===== src/hw/rtl/decimal_thousands_formatter_core_macros.svh =====
// Assertion macros for the decimal thousands formatter.
// Define ASSERT_OFF to compile the checks out.
`ifndef DECIMAL_THOUSANDS_FORMATTER_CORE_MACROS_SVH
`define DECIMAL_THOUSANDS_FORMATTER_CORE_MACROS_SVH

`ifndef ASSERT_OFF
// Check a property at every rising clock edge outside reset.
`define DTF_ASSERT(lbl, clk, rst_n, prop) \
  lbl: assert property (@(posedge clk) disable iff (!rst_n) (prop)) \
    else $error("assertion failed");
// Check that a condition at one edge implies a condition at the next edge.
`define DTF_ASSERT_NEXT(lbl, clk, rst_n, ante, cons) \
  lbl: assert property (@(posedge clk) disable iff (!rst_n) (ante) |=> (cons)) \
    else $error("assertion failed");
`else
`define DTF_ASSERT(lbl, clk, rst_n, prop)
`define DTF_ASSERT_NEXT(lbl, clk, rst_n, ante, cons)
`endif

`endif


===== src/hw/rtl/dtf_pkg.sv =====
// ----------------------------------------------------------------------------
// dtf_pkg
// Types and constants shared by the decimal thousands formatter modules.
// ----------------------------------------------------------------------------
`default_nettype none

package dtf_pkg;

  localparam logic [7:0] CHAR_SEP   = 8'h2E;  // '.'
  localparam logic [7:0] CHAR_ZERO  = 8'h30;  // '0'
  localparam logic [7:0] CHAR_NINE  = 8'h39;  // '9'
  localparam logic [7:0] CHAR_PLUS  = 8'h2B;  // '+'
  localparam logic [7:0] CHAR_MINUS = 8'h2D;  // '-'

  localparam int unsigned NUM_DIGITS = 10;   // digits of the largest positive input
  localparam int unsigned DIGIT_IDX_W = $clog2(NUM_DIGITS);
  localparam int unsigned GROUP_LEN = 3;
  localparam int unsigned VAL_W = 31;        // magnitude bits of a positive input
  localparam int unsigned TEXT_W = 4;        // grouped text is at most 13 characters

  // floor(v / 10) = (v * RECIP) >> RECIP_SHIFT for every v below 2^32
  localparam logic [31:0] DIV10_RECIP = 32'hCCCC_CCCD;
  localparam int unsigned RECIP_SHIFT = 35;

  localparam logic [0:0] CFG_FIELD_WIDTH = 1'b0;
  localparam logic [0:0] CFG_FILL_CHAR   = 1'b1;

  typedef enum logic [1:0] {
    ST_IDLE,
    ST_CONV,
    ST_SIZE,
    ST_EMIT
  } dtf_state_t;

  typedef struct packed {
    logic load;   // take a new number
    logic conv;   // extract one digit
    logic size;   // compute grouped length, pad and overflow
    logic emit;   // load one character into the output register
  } dtf_cmd_t;

  typedef struct packed {
    logic conv_done;  // digit extracted this cycle is the most significant
    logic bad;        // request is invalid: a single empty result follows
    logic last;       // character at the emit point is the final one
    logic out_free;   // output register can take a character
  } dtf_sts_t;

  // Number of separator characters for a digit count of one to ten.
  function automatic logic [1:0] sep_count(input logic [DIGIT_IDX_W:0] nd);
    logic [1:0] s;
    s = 2'd0;
    if (nd > 5'(GROUP_LEN)) s = 2'd1;
    if (nd > 5'(2 * GROUP_LEN)) s = 2'd2;
    if (nd > 5'(3 * GROUP_LEN)) s = 2'd3;
    return s;
  endfunction

endpackage

`default_nettype wire


===== src/hw/rtl/dtf_ctrl.sv =====
// ----------------------------------------------------------------------------
// dtf_ctrl
// Sequencer: accept, digit conversion, sizing, character emission.
// ----------------------------------------------------------------------------
`default_nettype none

module dtf_ctrl (
  input  wire             clk,
  input  wire             rst_n,
  input  wire             in_valid,
  output logic            in_stall,
  input  wire dtf_pkg::dtf_sts_t sts,
  output dtf_pkg::dtf_cmd_t cmd
);

  dtf_pkg::dtf_state_t state_r, state_nxt;

  always_ff @(posedge clk) begin
    if (!rst_n) begin
      state_r <= dtf_pkg::ST_IDLE;
    end else begin
      state_r <= state_nxt;
    end
  end

  always_comb begin
    state_nxt = state_r;
    unique case (state_r)
      dtf_pkg::ST_IDLE: begin
        if (in_valid) state_nxt = dtf_pkg::ST_CONV;
      end
      dtf_pkg::ST_CONV: begin
        if (sts.bad) state_nxt = dtf_pkg::ST_EMIT;
        else if (sts.conv_done) state_nxt = dtf_pkg::ST_SIZE;
      end
      dtf_pkg::ST_SIZE: begin
        state_nxt = dtf_pkg::ST_EMIT;
      end
      dtf_pkg::ST_EMIT: begin
        if (sts.out_free && sts.last) state_nxt = dtf_pkg::ST_IDLE;
      end
      default: state_nxt = dtf_pkg::ST_IDLE;
    endcase
  end

  always_comb begin
    in_stall = 1'b1;
    cmd      = '0;
    unique case (state_r)
      dtf_pkg::ST_IDLE: begin
        in_stall = 1'b0;
        cmd.load = in_valid;
      end
      dtf_pkg::ST_CONV: begin
        cmd.conv = !sts.bad;
      end
      dtf_pkg::ST_SIZE: begin
        cmd.size = 1'b1;
      end
      dtf_pkg::ST_EMIT: begin
        cmd.emit = sts.out_free;
      end
      default: begin
        in_stall = 1'b1;
      end
    endcase
  end

endmodule

`default_nettype wire


===== config.mk =====
export PLATFORM = sky130hd
export DESIGN_NAME = dtf_ctrl
export DESIGN_NICKNAME = d
export VERILOG_FILES = /design/src/hw/rtl/decimal_thousands_formatter_core_macros.svh /design/src/hw/rtl/dtf_pkg.sv /design/src/hw/rtl/dtf_ctrl.sv
export SDC_FILE = /design/constraint.sdc
export NUM_CORES = 1
export LEC_CHECK = 0
export BUFFER_PORTS_ARGS = -buffer_cell sky130_fd_sc_hd__buf_2
export CAP_MARGIN = 30
export CORE_AREA = 8 8 45 47
export DETAILED_ROUTE_END_ITERATION = 10
export DIE_AREA = 0 0 53 55
export PLACE_DENSITY = 0.36
export RECOVER_POWER = 25
export SETUP_SLACK_MARGIN = 0.02
export SYNTH_ARGS = -nofsm -noshare
export SYNTH_HDL_FRONTEND = slang
export SYNTH_SLANG_ARGS = --single-unit

===== constraint.sdc =====
create_clock -name clk -period 1.6 [get_ports clk]
set_input_delay 0.32 -clock clk [delete_from_list [all_inputs] [get_ports clk]]
set_output_delay 0.32 -clock clk [all_outputs]
set_load 0.02 [all_outputs]

# After elaboration in Yosys (flattened, before gate mapping)
# Index checks and enable logic that the tools add are counted.
[word_totals]
regBits = 2
in_bits = 7
out_inout_bits = 5
[classes]
eq_ne = 6
muxes = 10
reduce_logical = 4
[ops]
columns = ["operator", "count"]
rows = [
  ["$mux W2", 4],
  ["$pmux W2 S4", 1],
  ["$mux W1", 5],
  ["$eq A2 B2 Y1 const B", 2],
  ["$ne A2 B2 Y1 const B", 2],
  ["$ne A3 B3 Y1 const B", 1],
  ["$reduce_and A3 Y1", 1],
  ["$eq A2 B1 Y1 const B", 1],
  ["$logic_not A2 Y1", 1],
  ["$logic_and A1 B1 Y1", 1],
  ["$logic_not A1 Y1", 1],
]

# Depth between registers and ports, before layout
[depth]
word_depth = 3
depth_mapped = 5
ltp_nobuf = 5

# Least setup slack after synthesis
# Ideal clock, no wire load.
[synth_timing]
path_kind = "register to register"
startpoint = "register state_r[1]"
endpoint = "register state_r[0]"
setup_time_ps = 72
arrival_ps = 1387
path_slack_ps = 141
stages_incl_launch_ff = 6
cell_sequence = "dfxtp_1 -> inv_1 -> ha_1 -> nor2b_4 -> a222oi_1 -> mux2i_1"
[synth_via]
elab_chain_cells = 3
word_cells_on_any_way = 9
[synth_lines]
columns = ["item", "line", "source"]
rows = [
  ["start, declared", "dtf_ctrl.sv:16", "dtf_pkg::dtf_state_t state_r, state_nxt;"],
  ["start signal, assigned", "dtf_ctrl.sv:20", "state_r <= dtf_pkg::ST_IDLE;"],
  ["start signal, assigned", "dtf_ctrl.sv:22", "state_r <= state_nxt;"],
  ["$eq A2 B1 Y1, or another cell as far along", "dtf_ctrl.sv:28", "unique case (state_r)"],
  ["$ne A3 B3 Y1 (no line) / $ne A2 B2 Y1 (equally long branches)", "--", ""],
  ["$reduce_and A3 Y1 (no line)", "--", ""],
]
# Several ways; a longest one is shown, not always the timed one.
# A chain may end at the register's enable or synchronous reset.

==> summary.log <==
INFO  critical_path  cp.required=1.28ns
INFO  cts            ctsLongestPathBuffers=2
INFO  layout         final_net_count=57
INFO  route          vias_per_cell=3.71
INFO  logic_synthesis postSynthAreaPerCell=8.46squm
INFO  die            design.die.area=2920squm
INFO  timing         tcrit_tclk_final=94.1%
INFO  route          routed_wirelength=552um
INFO  critical_path  worst_setup_path_start_kind=flop
INFO  timing         worst_pin_slew=0.266ns
INFO  global_routing gr-total-overflow=0
INFO  die            io_pins=12
INFO  logic_synthesis synth_top_area_cell=ha_1
INFO  logic_synthesis ys.flop_type=dfxtp_1
INFO  status         outcome=completed
INFO  die            start_util=15.3%
INFO  critical_path  worstSetupPathType=reg2out
INFO  cts            tritoncts_buffers=3
INFO  global_routing first_pass_grt_wire_length=931um
INFO  critical_path  worst_ep_arrival_time=1.19ns
INFO  route          dr.pass1.iters=4
INFO  logic_synthesis synth_cells=25
INFO  min_path       holdPathStages=3
INFO  logic_synthesis yosysWarningCount=0
INFO  cts            post_cts_hold_buffer_count=0
INFO  critical_path  critical_path.max_fanout=4
INFO  logic_synthesis synth-edff-count=0
INFO  pwr            total_leakage_power=0.200nW
INFO  layout         antenna_cells=0
INFO  logic_synthesis area_of_the_mapped_netlist=211squm
INFO  logic_synthesis synth_largest_type_area_fraction=29.6%
INFO  timing         report.final.slew_viol_count=0
INFO  logic_synthesis ys_seq_elements=2
INFO  place          port_buffers=11
INFO  timing         timing.final.hold_violations=0
INFO  place          placement.cell_area=317squm
INFO  route          drt.antenna.violating_nets=0
INFO  route          drt_iter0_markers=1
INFO  cts            cts.repair.resized=0
INFO  timing         slew-limit-headroom=82.2%
INFO  layout         final.fill_count=159
INFO  layout         top_regs=state_r: 2 flops
INFO  logic_synthesis syn_nets=37
INFO  timing         setup_viol=0
INFO  die            die-width=53um
INFO  pwr            ir_worst_vdd=0.485mV
INFO  pwr            pwr_density_cell=1730nW/um^2
INFO  route          routed-via-count=219
INFO  timing         fin_tns_setup=0ns
INFO  critical_path  setup.worst_path.end_class=primary output
INFO  logic_synthesis yosysUniqueCellTypes=12
INFO  layout         registers.top_by_ff_count=state_r
INFO  global_routing globalRouteTotalUtil=4.64%
INFO  place          hpwl=462um
INFO  layout         layout.cell_area.non_filler=339squm
INFO  cts            worst_setup_hold_path_clk_slew=0.03ns
INFO  timing         max_freq=664MHz
INFO  cts            insertion_delay_to_the_later_sink_of_the_worst_skew_pair=0.22ns
INFO  route          avgRoutedWirePerCell=9.36um
INFO  critical_path  reg2regPathDepth=5
INFO  cts            post-cts-setup-buffer-count=0
INFO  place          routability_congestion_estimate=0.681
INFO  layout         largest_register_ff_count=2
INFO  timing         rsz0062_at_grt=no
INFO  logic_synthesis synthArstFlopShare=0%
INFO  timing         final.min_clock_period=1.51ns
INFO  logic_synthesis synth-seq-area-share=18.9%
INFO  min_path       worst_hold_path_type=in2reg
INFO  global_routing first_global_vias=237
INFO  route          post-route-drc-count=0
INFO  cts            clock_tree.htree_level_count=1
INFO  die            coreArea=1380squm
INFO  layout         area_growth=60.4%
INFO  global_routing grt_antenna_before_repair=0
INFO  logic_synthesis top_post_synthesis_cells_by_area=ha_1 30%, dfxtp_1 19%, mux2i_1 9.5%
INFO  die            die-height=55um
INFO  timing         clock-skew-final=0.00225ns
INFO  die            fp-row-count=14
INFO  cts            cts_tree=done
INFO  cts            cts_root_buf=clkbuf_4
INFO  run            max_cap_viol_count=0
INFO  logic_synthesis synth_common_cells=5 x ha_1, 5 x inv_1, 4 x nand2_1
INFO  cts            tritoncts_num_sinks=2
INFO  layout         post_route_cells_drive_above_1_share=46.5%
INFO  global_routing grt_max_degree=5
-- cell families after synthesis --
group	count (synthesis)	synth area share, %
multiplexers	2	9.47
AND/OR/NAND/NOR	9	24.9
AO/OA/AOI/OAI	2	8.29
buffers and inverters	5	8.88
flip-flops	2	18.9
adder cells (fa/ha/maj)	5	29.6
-- final timing paths --
path / startpoint / endpoint / slack, ns
setup / recovery: state_r[0] / cmd[0] / 0.09
hold / removal: rst_n / state_r[1] / 0.39
setup reg to reg: state_r[0] / state_r[0] / 0.18
hold reg to reg: state_r[1] / state_r[1] / 0.59
-- placed cells by master (no fill, tap or decap), types with 2 or more instances in the layout --
cell and count:
buf_2 10, buf_4 4, clkbuf_4 3, dfxtp_1 2, ha_1 5, inv_1 5, mux2i_1 2, nand2_1 4
-- metrics by stage --
step,setup WS [ns],power [W],util [%],std cells,hold WS (ns)
3_3_place_gp,0.163,0.000487,22.9,56,0.600
4_1_cts,0.0717,0.000603,24.5,59,0.375
3_5_place_dp,0.192,0.000481,22.9,56,0.595
5_1_grt,0.0267,0.000655,24.5,59,0.391
6_report,0.0937,0.000587,24.5,59,0.386
2_1_floorplan,0.141,0.000325,-,25,0.467
-- layout make-up --
cell class,count,area [sq um],share of cell area [%]
Sequential cell,2,40.0,11.8
Multi-Input combinational cell,18,153,45.0
Timing Repair Buffer,15,85.1,25.1
Tap cell,16,20.0,5.90
Inverter,5,18.8,5.54
Clock buffer,3,22.5,6.64
-- per-layer routing --
layer,GRT usage (%),part of all wire (%),up-vias
met3,2.67,19,0
li1,-,-,117
met2,6.64,39,11
met4,5.17,0,0
met5,0,0,-
met1,4.39,42,91
-- worst max-delay path: stages, from the launching register on --
cell and delay [ns]:
dfxtp_1 0.33, buf_4 0.15, ha_1 0.20, and2_1 0.13, buf_2 0.15
-- report_power, final --
part | internal [W] | leakage (nW) | switching [W]
logic | 0.000184 | 0.169 | 0.000202
clock network | 0.0000828 | 0.0138 | 0.0000287
registers | 0.0000741 | 0.0166 | 0.0000166
total | 0.000341 | 0.200 | 0.000247
No activity file was read; power rests on OpenSTA's default activity.
